===== config.mk =====
export PLATFORM = sky130hd
export DESIGN_NAME = smct_ctrl
export DESIGN_NICKNAME = d
export VERILOG_FILES = /design/src/design/smct_pkg.sv /design/src/design/smct_ctrl.sv
export SDC_FILE = /design/constraint.sdc
export NUM_CORES = 1
export LEC_CHECK = 0
export ABC_AREA = 1
export CAP_MARGIN = 20
export CORE_AREA = 2 2 39 41
export DETAILED_ROUTE_END_ITERATION = 6
export DIE_AREA = 0 0 41 43
export DONT_BUFFER_PORTS = 1
export PLACE_DENSITY = 0.48
export SETUP_SLACK_MARGIN = 0.05
export SLEW_MARGIN = 20
export SYNTH_ARGS = -nofsm -noshare
export SYNTH_HDL_FRONTEND = slang
export SYNTH_SLANG_ARGS = --single-unit

===== constraint.sdc =====
create_clock -name clk -period 1.5 [get_ports clk]
set_clock_uncertainty 0.15 [all_clocks]
set_input_delay 0.075 -clock clk [delete_from_list [all_inputs] [get_ports clk]]
set_output_delay 0.075 -clock clk [all_outputs]
set_load 0.005 [all_outputs]

===== src/design/smct_pkg.sv =====
// ----------------------------------------------------------------------------
// smct_pkg: shared types and constants
// Word formats, opcodes, controller states and the command/status bundles
// that join the controller to the datapath.
// ----------------------------------------------------------------------------
package smct_pkg;

	localparam logic [2:0] OP_CLEAR   = 3'd0;
	localparam logic [2:0] OP_APPEND  = 3'd1;
	localparam logic [2:0] OP_CONTAIN = 3'd2;
	localparam logic [2:0] OP_EXTEND  = 3'd3;
	localparam logic [2:0] OP_DUMP    = 3'd4;

	localparam logic [15:0] MAX_LEN_RESET = 16'd1024;

	typedef struct packed {
		logic [2:0]  opcode;
		logic [31:0] probe_start;
		logic [31:0] target_start;
		logic [15:0] length;
		logic [15:0] identities;
		logic [7:0]  match_mode;
	} in_t;

	typedef struct packed {
		logic        status;
		logic        hit;
		logic [31:0] out_probe_start;
		logic [31:0] out_target_start;
		logic [15:0] out_length;
		logic [15:0] out_identities;
		logic [7:0]  out_mode;
		logic        entry_present;
		logic        last;
	} out_t;

	typedef enum logic [2:0] {
		ST_IDLE,
		ST_DISPATCH,
		ST_FIND,
		ST_LRD,
		ST_DRD,
		ST_EVAL,
		ST_FIN
	} state_t;

	typedef struct packed {
		logic capture;
		logic prep;
		logic clear;
		logic find_init;
		logic find_step;
		logic append_wr;
		logic scan_init;
		logic list_rd;
		logic data_rd;
		logic eval;
		logic load_single;
	} cmd_t;

	typedef struct packed {
		logic [2:0] op;
		logic       empty;
		logic       full;
		logic       remain_last;
		logic       find_free;
		logic       out_ready;
	} status_t;

endpackage


===== src/design/smct_ctrl.sv =====
// ----------------------------------------------------------------------------
// smct_ctrl: sequencing controller
// Steps each opcode through dispatch, free-slot search, the per-entry
// list read / data read / evaluate loop, and the final result word.
// ----------------------------------------------------------------------------
module smct_ctrl (
	input  logic               clk,
	input  logic               arst_n,
	input  logic               in_valid,
	output logic               in_stall,
	input  smct_pkg::status_t  sts,
	output smct_pkg::cmd_t     cmd
);

	smct_pkg::state_t state_q, state_d;

	always_ff @(posedge clk or negedge arst_n) begin
		if (!arst_n) begin
			state_q <= smct_pkg::ST_IDLE;
		end else begin
			state_q <= state_d;
		end
	end

	always_comb begin
		state_d  = state_q;
		cmd      = '0;
		in_stall = (state_q != smct_pkg::ST_IDLE);
		unique case (state_q)
			smct_pkg::ST_IDLE: begin
				if (in_valid) begin
					cmd.capture = 1'b1;
					state_d     = smct_pkg::ST_DISPATCH;
				end
			end
			smct_pkg::ST_DISPATCH: begin
				cmd.prep = 1'b1;
				priority if (sts.op == smct_pkg::OP_CLEAR) begin
					cmd.clear = 1'b1;
					state_d   = smct_pkg::ST_FIN;
				end else if (sts.op == smct_pkg::OP_APPEND) begin
					if (sts.full) begin
						state_d = smct_pkg::ST_FIN;
					end else begin
						cmd.find_init = 1'b1;
						state_d       = smct_pkg::ST_FIND;
					end
				end else if (sts.op == smct_pkg::OP_CONTAIN || sts.op == smct_pkg::OP_EXTEND
						|| sts.op == smct_pkg::OP_DUMP) begin
					if (sts.empty) begin
						state_d = smct_pkg::ST_FIN;
					end else begin
						cmd.scan_init = 1'b1;
						state_d       = smct_pkg::ST_LRD;
					end
				end else begin
					state_d = smct_pkg::ST_FIN;
				end
			end
			smct_pkg::ST_FIND: begin
				if (sts.find_free) begin
					cmd.append_wr = 1'b1;
					state_d       = smct_pkg::ST_FIN;
				end else begin
					cmd.find_step = 1'b1;
				end
			end
			smct_pkg::ST_LRD: begin
				cmd.list_rd = 1'b1;
				state_d     = smct_pkg::ST_DRD;
			end
			smct_pkg::ST_DRD: begin
				cmd.data_rd = 1'b1;
				state_d     = smct_pkg::ST_EVAL;
			end
			smct_pkg::ST_EVAL: begin
				// a dump word needs room in the output register
				if (sts.op != smct_pkg::OP_DUMP || sts.out_ready) begin
					cmd.eval = 1'b1;
					if (!sts.remain_last) begin
						state_d = smct_pkg::ST_LRD;
					end else if (sts.op == smct_pkg::OP_DUMP) begin
						state_d = smct_pkg::ST_IDLE;
					end else begin
						state_d = smct_pkg::ST_FIN;
					end
				end
			end
			smct_pkg::ST_FIN: begin
				if (sts.out_ready) begin
					cmd.load_single = 1'b1;
					state_d         = smct_pkg::ST_IDLE;
				end
			end
			default: begin
				state_d = smct_pkg::ST_IDLE;
			end
		endcase
	end

endmodule


# Word-level counts from Yosys, hierarchy flattened
# Index checks and enable logic that the tools add are counted.
[totals]
reg_bits = 3
latchBits = 0
mem_bits_rw = 0
romBits = 0
input_bits = 11
out_inout_bits = 12
memories = 0
[op_classes]
n_addsub = 0
mul = 0
n_div = 0
order_cmp = 0
eq_ne = 15
shifts = 0
muxes = 33
bitwise_logic = 0
reduce_logical = 7
[op_table]
columns = ["operator", "count"]
rows = [
  ["$mux 3", 12],
  ["$pmux 3 s7", 1],
  ["$mux 1", 19],
  ["$eq 3x2->1 const B", 4],
  ["$eq 3x3->1 const B", 4],
  ["$ne 2x2->1 const B", 4],
  ["$eq 3x1->1 const B", 2],
  ["$logic_not 3->1", 2],
  ["$reduce_and 4->1", 1],
  ["$logic_or 1x1->1", 3],
  ["$ne 3x3->1 const B", 1],
  ["$reduce_bool 3->1", 1],
  ["$mux 2", 1],
]

# Longest topological paths before layout
# Gate-level depths: netlist of run 1.
[depth]
word_depth = 7
ltp_mapped = 8

# Worst setup path before layout of run 1
# OpenSTA, ideal clock, no wires.
[synth_path]
kind = "register to register"
start = "register state_q[1]"
end = "register state_q[2]"
setup_time_ns = 0.065
t_arrival_ns = 1.018
slack_ns = 0.267
path_stages_with_launch = 7
path_cell_list = "dfrtp_1 inv_1 nand3_1 or2_1 nand2_1 nand2_1 nand2_1"
[synth_via]
elab_chain_len = 3
word_cells_on_any_way = 13
classes_between = "eq/ne (10); mux (1); reduce/logical (2)"
[synth_rtl]
columns = ["element", "line", "rtl"]
rows = [
  ["from (decl)", "smct_ctrl.sv:15", "smct_pkg::state_t state_q, state_d;"],
  ["from (signal assigned)", "smct_ctrl.sv:19", "state_q <= smct_pkg::ST_IDLE;"],
  ["from (signal assigned)", "smct_ctrl.sv:21", "state_q <= state_d;"],
  ["$eq 3x3->1, or another cell as far along", "smct_ctrl.sv:29", "unique case (state_q)"],
  ["$ne 2x2->1 (no source line)", "--", ""],
  ["$reduce_and 4->1 (no source line)", "--", ""],
]
# Parallel ways exist; a longest one is shown, timed or not.
# A chain may end at the register's enable or synchronous reset.

==> metrics.yaml, run 1 <==
clock_tree:
  cts_tree: "yes"
  cts_made_buffers: 3
  clkTransAtPathRegs_ns: 0.04
  clk_latency_ns: 0.23
  root_buffer: "clkbuf_4"
  clock-sinks: 3
  clock_path_buffers: 2
  htreeDepth: 1
floorplanning:
  die-area_um2: 1763
  coreArea_um2: 1384
  pin_count: 23
  die_w_um: 41
  initial_core_util: 0.2586
  std_cell_rows: 14
  fp.dieH_um: 43
placement:
  hpwl_um: 737.7
  routabilityCongestion: 0.8079
  post-place-ws_ns: 0.09271
  port_buffers: 0
logic_synthesis:
  seq_area_frac_synth: 0.2098
  synth_top_family_by_area: "simple AND/OR/NAND/NOR gates"
  syn_nets: 83
  synth_xor_area_frac: 0
  ys_types: 9
  synth_compound_area_frac: 0.04196
  yosys_warnings: 0
  ys_seq_elements: 3
  syn_avg_cell_area_um2: 4.970
  muxShareOfSynthArea: 0
  synthAdderAreaFrac: 0
  netlist_area_um2: 357.8
  synth_cells: 72
  synth-simple-area-share: 0.5804
critical_path:
  crit_path_frequent_cell: "inv_1"
  r2r-end: "state_q[2]"
  cp_max_fo: 7
  cp_cell_sequence: "inv_2 -> nand3_4 -> inv_1 -> nand3_1 -> inv_1"
  cp.required_ns: 1.27
  cp_slowest_cell: "dfrtp_2"
  reg2reg_depth: 6
  arrival_ns: 1.16
  cpPeakStageDelay_ns: 0.44
  startpoint_type: "flop"
  crit_path_end_kind: "primary output"
  crit_type: "flop to primary output"
  reg2reg_slack_ns: 0.15
  worstReg2RegStart: "state_q[1]"
global_route:
  grtUsageTotal: 0.1278
  antenna_found_initial: 0
  grt-ovfl-total: 0
  grt_max_degree: 8
  grt_pass1_wl_um: 1524
  grt_pass1_vias: 393
flow_run:
  max-cap-violations: 0
cells_and_area:
  drive_above_1_share: 0.09877
  top_register: "state_q"
  diodes: 0
  fillerInstances: 172
  largest_reg_flops: 3
  finish.net_count: 93
  multi_input_area_um2: 237.7
  area_delta_synth_final_pct: 31.47
  top_regs: "state_q (3)"
  seq_area_um2: 76.32
route:
  vias_per_cell: 4.392
  drt_first_pass_iters: 4
  avgRoutedWirePerCell_um: 9.227
  drcViolationCount: 0
  drtIter0Drc: 4
  wl_um: 895
  vias: 426
  antenna_left: 0
status:
  outcome: "finished, violations left"
  violations: "hold timing"
timing:
  worst_pin_slew_ns: 0.2444
  tns_ns: 0
  min_period_ns: 1.389
  slew_headroom: 0.8358
  whs_ns: -0.0001607
  max_freq_mhz: 720.1
  hold_viol: 1
  slew_viol_final: 0
  fin_crit_sh: 0.9258
  grt_setup_unrepaired: "true"
  setup_ws_ns: 0.1113
  setup_viol: 0
worst_hold_path:
  hp-start: "sts[4]"
  worstHoldEndpoint: "state_q[2]"
  hold_depth: 6
  min_path_type: "input port to flop"
power:
  p_leak_nw: 0.2866
  total_power_mw: 0.7591
  ir_drop_uv: 644.1
  pwr_density_cell_nw_per_um2: 1613
layout make-up:
| type | instances | area share |
|---|---|---|
| well taps | 16 | 0.04255 |
| repair buffers | 5 | 0.1064 |
| inverters | 16 | 0.1277 |
| clock buffers | 4 | 0.05585 |
| flip-flops and latches | 3 | 0.1622 |
| multi-input cells | 53 | 0.5053 |
report_power, final:
part	switching, mW	leakage (nW)	internal, mW	total [mW]
Clock	0.0391	0.0150	0.0995	0.139
Combinational	0.281	0.236	0.148	0.429
Sequential	0.0653	0.0360	0.126	0.192
worst max path at each step:
stage	from	end	slack, ns	depth (start not counted)
after floorplan	state_q[1]	state_q[2]	0.27	6
after global placement	state_q[2]	state_q[0]	0.07	7
after detailed placement	state_q[2]	state_q[0]	0.09	7
after CTS	state_q[2]	cmd[4]	0.05	5
after global routing	state_q[2]	cmd[4]	0.04	5
final	state_q[2]	cmd[4]	0.11	5
metrics by stage:
step	instance area [um2]	util	hold slack [ns]	std cells
after global routing	470.5	0.3400	0.04166	97
final	470.5	0.3400	-0.0001607	97
after global placement	377.9	0.2731	-0.3705	88
after floorplan	357.8	-	-0.3706	72
after CTS	459.2	0.3318	0.002035	97
after detailed placement	377.9	0.2731	-0.3705	88
layer usage:
metal  vias up  global-route usage  part of all wire
li1        236                   -                 -
met1       186              0.1489              0.41
met2         4              0.1969              0.58
met3         0             0.03141             0.015
met4         0             0.08000                 0
met5         -                   0                 0
cell usage in the layout (no fill, tap or decap):
cell type      instances
or2_1                  1
dlygate4sd3_1          5
nand2_1               22
nand3_4                1
inv_2                  2
nor2_2                 1
nand4_1                1
nor2_1                13
dfrtp_2                1
dfrtp_1                2
nor3_1                 3
o21ai_0                2
nand3_1                8
clkbuf_4               3
clkbuf_1               1
o21ai_1                1
inv_1                 14
cells by family (layout without fill, tap and decap cells):
logic type,Yosys count,after routing
AO/OA/AOI/OAI,3,3
AND/OR/NAND/NOR,50,50
flip-flops,3,3
buffers and inverters,16,25
synth_stat cells:
library cell / count / area (um2)
inv_1: 16 / 60.06
nor3_1: 3 / 15.01
dfrtp_1: 3 / 75.07
nor2_1: 14 / 52.55
or2_1: 1 / 6.260
nand4_1: 1 / 6.260
nand2_1: 22 / 82.58
o21ai_0: 3 / 15.01
nand3_1: 9 / 45.04
worst max-delay path, delay by kind of cell, from the launching register on:
family,cells,cell delay [ns]
buf+inv,3,0.30
simple gates,2,0.19
flops,1,0.44
what timing repair did:
item                                   CTS  global route
hold buffers                             5             0
gates resized for setup                  2             5
cloned                                   0             0
pin swaps                                0             0
setup endpoints to repair                3             5
endpoints found under the hold margin    5             0
setup buffers                            0             0
No activity file was read; power rests on OpenSTA's default activity.
==> run 2: changes to the inputs <==
Settings changed: PLACE_DENSITY 0.48 to 0.36.
==> run 2 against run 1 <==
Effect of this change:
- the run now ends clean
- worst setup slack worse by 0.00062 ns
- design area is 0.80% lower
- first-iteration DRC count is 50% higher
- maximum frequency hardly changed
- largest power group unchanged
- clock power hardly changed
==> metrics.yaml, run 2 (synthesis results as in run 1) <==
global_route:
  grt_pass1_vias: 393  # unchanged
  grtUsageTotal: 0.1205  # -0.007285
  grt_max_degree: 8  # unchanged
  grt_pass1_wl_um: 1469  # -3.6%
  grt-ovfl-total: 0  # unchanged
  antenna_found_initial: 0  # unchanged
placement:
  routabilityCongestion: 0.7535  # -6.7%
  port_buffers: 0  # unchanged
  dp.cells: 88  # unchanged
  hpwl_um: 793.3  # +7.5%
  placed_area_um2: 377.9  # unchanged
route:
  vias_per_cell: 4.427  # +0.80%
  avgRoutedWirePerCell_um: 9.844  # +6.7%
  antenna_left: 0  # unchanged
  drtIter0Drc: 6  # +2
  wl_um: 945  # +5.6%
  drcViolationCount: 0  # unchanged
  drt_first_pass_iters: 4  # unchanged
  vias: 425  # -0.23%
critical_path:
  cp_max_fo: 7  # unchanged
  crit_path_frequent_cell: "inv_1"
  cp.required_ns: 1.27  # about the same
  cpPeakStageDelay_ns: 0.44  # about the same
  cp_slowest_cell: "dfrtp_2"
  setup.worst_path.start: "state_q[2]"
  crit_path_end_kind: "primary output"
  startpoint_type: "flop"
  worstReg2RegStart: "state_q[1]"
  cp_cell_sequence: "inv_2 -> nand3_4 -> inv_1 -> nand3_1 -> inv_1"
  arrival_ns: 1.16  # about the same
  crit_type: "flop to primary output"
cells_and_area:
  fin_cells: 96  # -1.0%
  largest_reg_flops: 3  # unchanged
  layout_commonest_cell: "nand2_1"
  mostFrequentLayoutCells: "nand2_1 (22), inv_1 (14), nor2_1 (13)"
  finish.net_count: 92  # -1.1%
  top_regs: "state_q (3)"
  diodes: 0  # unchanged
  final_area_um2: 466.7  # -0.80%
  drive_above_1_share: 0.1250  # +0.02623
  top_register: "state_q"
  area_delta_synth_final_pct: 30.42
timing:
  whs_ns: 0.0001330  # +0.0002937 ns
  tns_ns: 0  # unchanged
  slew_headroom: 0.8476  # +0.01173
  fin_crit_sh: 0.9262  # about the same
  min_period_ns: 1.389  # +0.0006240 ns
  hold_viol: 0  # -1
  max_freq_mhz: 719.8  # about the same
  grt_setup_unrepaired: "true"
  slew_viol_final: 0  # unchanged
  setup_viol: 0  # unchanged
  worst_pin_slew_ns: 0.2269  # -0.01747 ns
floorplanning:
  die_w_um: 41  # unchanged
  pin_count: 23  # unchanged
  std_cell_rows: 14  # unchanged
  fp.dieH_um: 43  # unchanged
  initial_core_util: 0.2586  # unchanged
  coreArea_um2: 1384  # unchanged
  die-area_um2: 1763  # unchanged
clock_tree:
  cts_setup_buffers: 0  # unchanged
  cts_tree: "yes"
  root_buffer: "clkbuf_4"
  clk_latency_ns: 0.23  # about the same
  clock-sinks: 3  # unchanged
  clkTransAtPathRegs_ns: 0.04  # about the same
  cts_made_buffers: 3  # unchanged
  clock_path_buffers: 2  # unchanged
  htreeDepth: 1  # unchanged
flow_run:
  max-cap-violations: 0  # unchanged
worst_hold_path:
  min_path_type: "input port to flop"
  hp-start: "sts[4]"
power:
  combPwrFrac: 0.562  # -0.003
  clockPowerShare: 0.182  # about the same
  intPower_mw: 0.3775  # +1.1%
  p_sw_mw: 0.3925  # +1.8%
  total_power_mw: 0.7699  # +1.4%
  p_leak_nw: 0.2816  # -1.8%
  ir_drop_uv: 758.6  # +18%
  pwr_density_cell_nw_per_um2: 1650  # +2.2%
  swShare: 0.5097  # +0.001848
  seqPwrFrac: 0.257  # +0.005
status:
  outcome: "finished, final reports clean"
==> run 2: final cells by class <==
type,count,area [um2]
Clock buffer,4,26.28
Fill cell,172,917.1
Inverter,16,60.06
Multi-Input combinational cell,53,242.7
Sequential cell,3,77.57
Tap cell,16,20.02
Timing Repair Buffer,4,40.04
==> run 2: timing repair <==
item / 4_1_cts / 5_1_grt
hold buffers: 4 / 0
hold endpoints to repair: 5 / 0
cloned: 0 / 0
resized for setup: 4 / 6
setup endpoints to repair: 3 / 7
==> run 2: path summary, 6_finish.rpt <==
path / slack (ns) / cells after the start / endpoint
hold reg to reg: 0.43 / 2 / state_q[2]
hold / removal: 0.0001 / 5 / state_q[0]
max in group asynchronous: 0.56 / 2 / state_q[2]
setup / recovery: 0.11 / 5 / cmd[4]
setup reg to reg: 0.18 / 6 / state_q[2]
min in group asynchronous: 0.48 / 2 / state_q[0]
==> run 2: stage by stage <==
step / utilization / worst slack (ns)
floorplan: - / 0.2671
global placement: 0.2731 / 0.1290
detailed placement: 0.2731 / 0.1046
CTS: 0.3264 / 0.04778
global route: 0.3373 / 0.01129
finish: 0.3373 / 0.1107
==> run 2: layer usage <==
layer  global-route usage  part of all wire
met5                    0                 0
met4              0.08000                 0
met3              0.01571             0.052
met2               0.1688              0.48
met1               0.1640              0.46
==> run 2: worst max-delay path: cells and delay by family (launching register included) <==
kind / cells / cell delay [ns]
DFF: 1 / 0.44
buffers and inverters: 3 / 0.30
and+or+nand+nor: 2 / 0.19
==> run 2: power by group through the flow <==
| stage | clock network (mW) | registers (mW) | logic [mW] |
|---|---|---|---|
| floorplan | 0 | 0.163 | 0.321 |
| CTS | 0.151 | 0.183 | 0.420 |
| global placement | 0 | 0.172 | 0.404 |
| global route | 0.160 | 0.205 | 0.507 |
| finish | 0.140 | 0.198 | 0.432 |
| detailed placement | 0 | 0.173 | 0.397 |
==> run 3: changes to the inputs <==
==> constraint.sdc (replaced) <==
create_clock -name clk -period 1.5 [get_ports clk]
set_clock_uncertainty 0.15 [all_clocks]
set_input_delay 0.3 -clock clk [delete_from_list [all_inputs] [get_ports clk]]
set_output_delay 0.3 -clock clk [all_outputs]
set_load 0.005 [all_outputs]
==> run 3 against run 2 <==
Effect of this change:
- the run now ends with setup timing left
- global-route usage up 1.7 points
- via count increased by 13%
- first-iteration DRC count grew 50%
- critical path depth unchanged
- hold slack improved by 0.16 ns
- clock power rose by 4%
- non-clock buffer count rose by 6
- die area stayed put
- clock-buffer cell count did not move
- routed wire length is 12% higher
- final cell count increased by 6.3%
- critical path type unchanged
- critical endpoint unchanged
- largest cell class unchanged
==> metrics.yaml, run 3 (synthesis results as in run 1) <==
global_route:
  grt_pass1_vias: 417  # +6.1%
  grt-ovfl-total: 0  # unchanged
  antenna_found_initial: 0  # unchanged
  grtUsageTotal: 0.1377  # +0.01721
  grt_max_degree: 7  # -1
  grt_pass1_wl_um: 1614  # +9.9%
clock_tree:
  clock-sinks: 3  # unchanged
  htreeDepth: 1  # unchanged
  clock_path_buffers: 2  # unchanged
  cts_tree: "yes"
  root_buffer: "clkbuf_4"
  clk_latency_ns: 0.23  # about the same
  cts_made_buffers: 3  # unchanged
  clkTransAtPathRegs_ns: 0.04  # about the same
timing:
  setup_ws_ns: -0.06943  # -0.1801 ns
  setup_viol: 7  # +7
  min_period_ns: 1.569  # +0.1801 ns
  fin_crit_sh: 1.046  # +0.1201
  tns_ns: -0.2746  # -0.2746 ns
  worst_pin_slew_ns: 0.2235  # -0.003383 ns
  max_freq_mhz: 637.2  # -11%
  slew_headroom: 0.8498  # +0.002273
  slew_viol_final: 0  # unchanged
  whs_ns: 0.1614  # +0.1613 ns
  hold_viol: 0  # unchanged
  grt_setup_unrepaired: "true"
floorplanning:
  fp.dieH_um: 43  # unchanged
  pin_count: 23  # unchanged
  std_cell_rows: 14  # unchanged
  coreArea_um2: 1384  # unchanged
  die_w_um: 41  # unchanged
  die-area_um2: 1763  # unchanged
  initial_core_util: 0.2586  # unchanged
route:
  drtIter0Drc: 9  # +3
  vias_per_cell: 4.696  # +6.1%
  drt_first_pass_iters: 4  # unchanged
  wl_um: 1057  # +12%
  antenna_left: 0  # unchanged
  drcViolationCount: 0  # unchanged
  avgRoutedWirePerCell_um: 10.36  # +5.3%
  vias: 479  # +13%
power:
  ir_drop_uv: 972.6  # +28%
  pwr_density_cell_nw_per_um2: 1882  # +14%
  total_power_mw: 1.102  # +43%
  p_leak_nw: 0.3126  # +11%
status:
  outcome: "finished, violations left"
  violations: "setup timing"
critical_path:
  endpoint: "cmd[4]"
  cp_max_fo: 5  # -2
  reg2reg_depth: 7  # +1
  r2r-end: "state_q[2]"
  arrival_ns: 1.12  # -0.04 ns
  setup.worst_path.start: "state_q[1]"
  crit_type: "flop to primary output"
  worstReg2RegStart: "state_q[1]"
  reg2reg_slack_ns: 0.16  # -0.02 ns
  startpoint_type: "flop"
  crit_path_end_kind: "primary output"
  cp.required_ns: 1.05  # -0.22 ns
cells_and_area:
  area_delta_synth_final_pct: 63.64
  top_regs: "state_q (3)"
  drive_above_1_share: 0.4186  # +0.2936
  layout_commonest_cell: "nand2_1"
  fillerInstances: 169  # -1.7%
  seq_area_um2: 76.32  # -1.6%
  diodes: 0  # unchanged
  finish.net_count: 98  # +6.5%
  largest_reg_flops: 3  # unchanged
  mostFrequentLayoutCells: "nand2_1 (19), nor2_1 (9), inv_2 (8), inv_1 (8), buf_4 (8)"
  multi_input_area_um2: 321.6  # +32%
  top_register: "state_q"
flow_run:
  max-cap-violations: 0  # unchanged
placement:
  hpwl_um: 799.9  # +0.83%
  routabilityCongestion: 0.6929  # -8.0%
  port_buffers: 0  # unchanged
worst_hold_path:
  min_path_type: "input port to asynchronous set/reset pin"
run 3: changes by cell type in the layout (fill, tap and decap cells not counted), moves of 2 or more:
| cell | change |
|---|---|
| inv_2 | +6 |
| nor2_1 | -4 |
| nor3_1 | -2 |
| nor2_4 | +3 |
| nand2_2 | +3 |
| buf_4 | +8 |
| nand3_1 | -3 |
| nand2_1 | -3 |
| nand3_4 | +2 |
| inv_1 | -6 |
| dlygate4sd3_1 | -3 |
run 3: worst min-delay path by stage:
stage	endpoint	slack, ns	cells past startpoint	startpoint
3_5_place_dp	state_q[2]	-0.15	0	arst_n
3_3_place_gp	state_q[0]	-0.15	0	arst_n
4_1_cts	state_q[0]	0.16	1	arst_n
6_report	state_q[0]	0.16	1	arst_n
2_1_floorplan	state_q[0]	-0.15	0	arst_n
5_1_grt	state_q[0]	0.17	1	arst_n
run 3: final cells by class:
class,instances,area share
clock buffer,4,0.04487
inverter,16,0.1026
multi-input combinational,53,0.5491
sequential,3,0.1303
tap,16,0.03419
timing repair buffer,10,0.1389
run 3: what timing repair did:
item,4_1_cts,5_1_grt
resized for setup,20,14
hold buffers,1,0
cloned,0,0
pin swaps,4,5
buffers inserted,3,3
endpoints found under the setup margin,12,14
endpoints found under the hold margin,3,0
run 3: where the power goes:
part           total, mW  internal [mW]  leakage, nW  switching [mW]
logic              0.769          0.322        0.262           0.447
registers          0.188          0.126       0.0360          0.0619
clock network      0.145         0.0999       0.0150          0.0449
run 3: layer usage:
| layer | share of wire | vias up | global-route usage |
|---|---|---|---|
| li1 | - | 251 | - |
| met1 | 0.44 | 208 | 0.1742 |
| met3 | 0.065 | 2 | 0.01571 |
| met5 | 0 | - | 0 |
| met2 | 0.48 | 18 | 0.2031 |
| met4 | 0.016 | 0 | 0.1000 |
run 3: critical path, cell delays in order (launching register included):
cell and delay (ns):
dfrtp_1 0.42, inv_2 0.14, nand3_4 0.11, inv_2 0.08, nand3_2 0.08, inv_2 0.06
run 3: through the flow:
step | util | std cells | area (um2) | setup WS, ns
after floorplan | - | 72 | 357.8 | 0.1197
after global placement | 0.2893 | 91 | 400.4 | 0.09636
after detailed placement | 0.2893 | 91 | 400.4 | 0.05850
after CTS | 0.3788 | 99 | 524.3 | -0.03916
after global routing | 0.4231 | 102 | 585.6 | -0.1296
final | 0.4231 | 102 | 585.6 | -0.06943
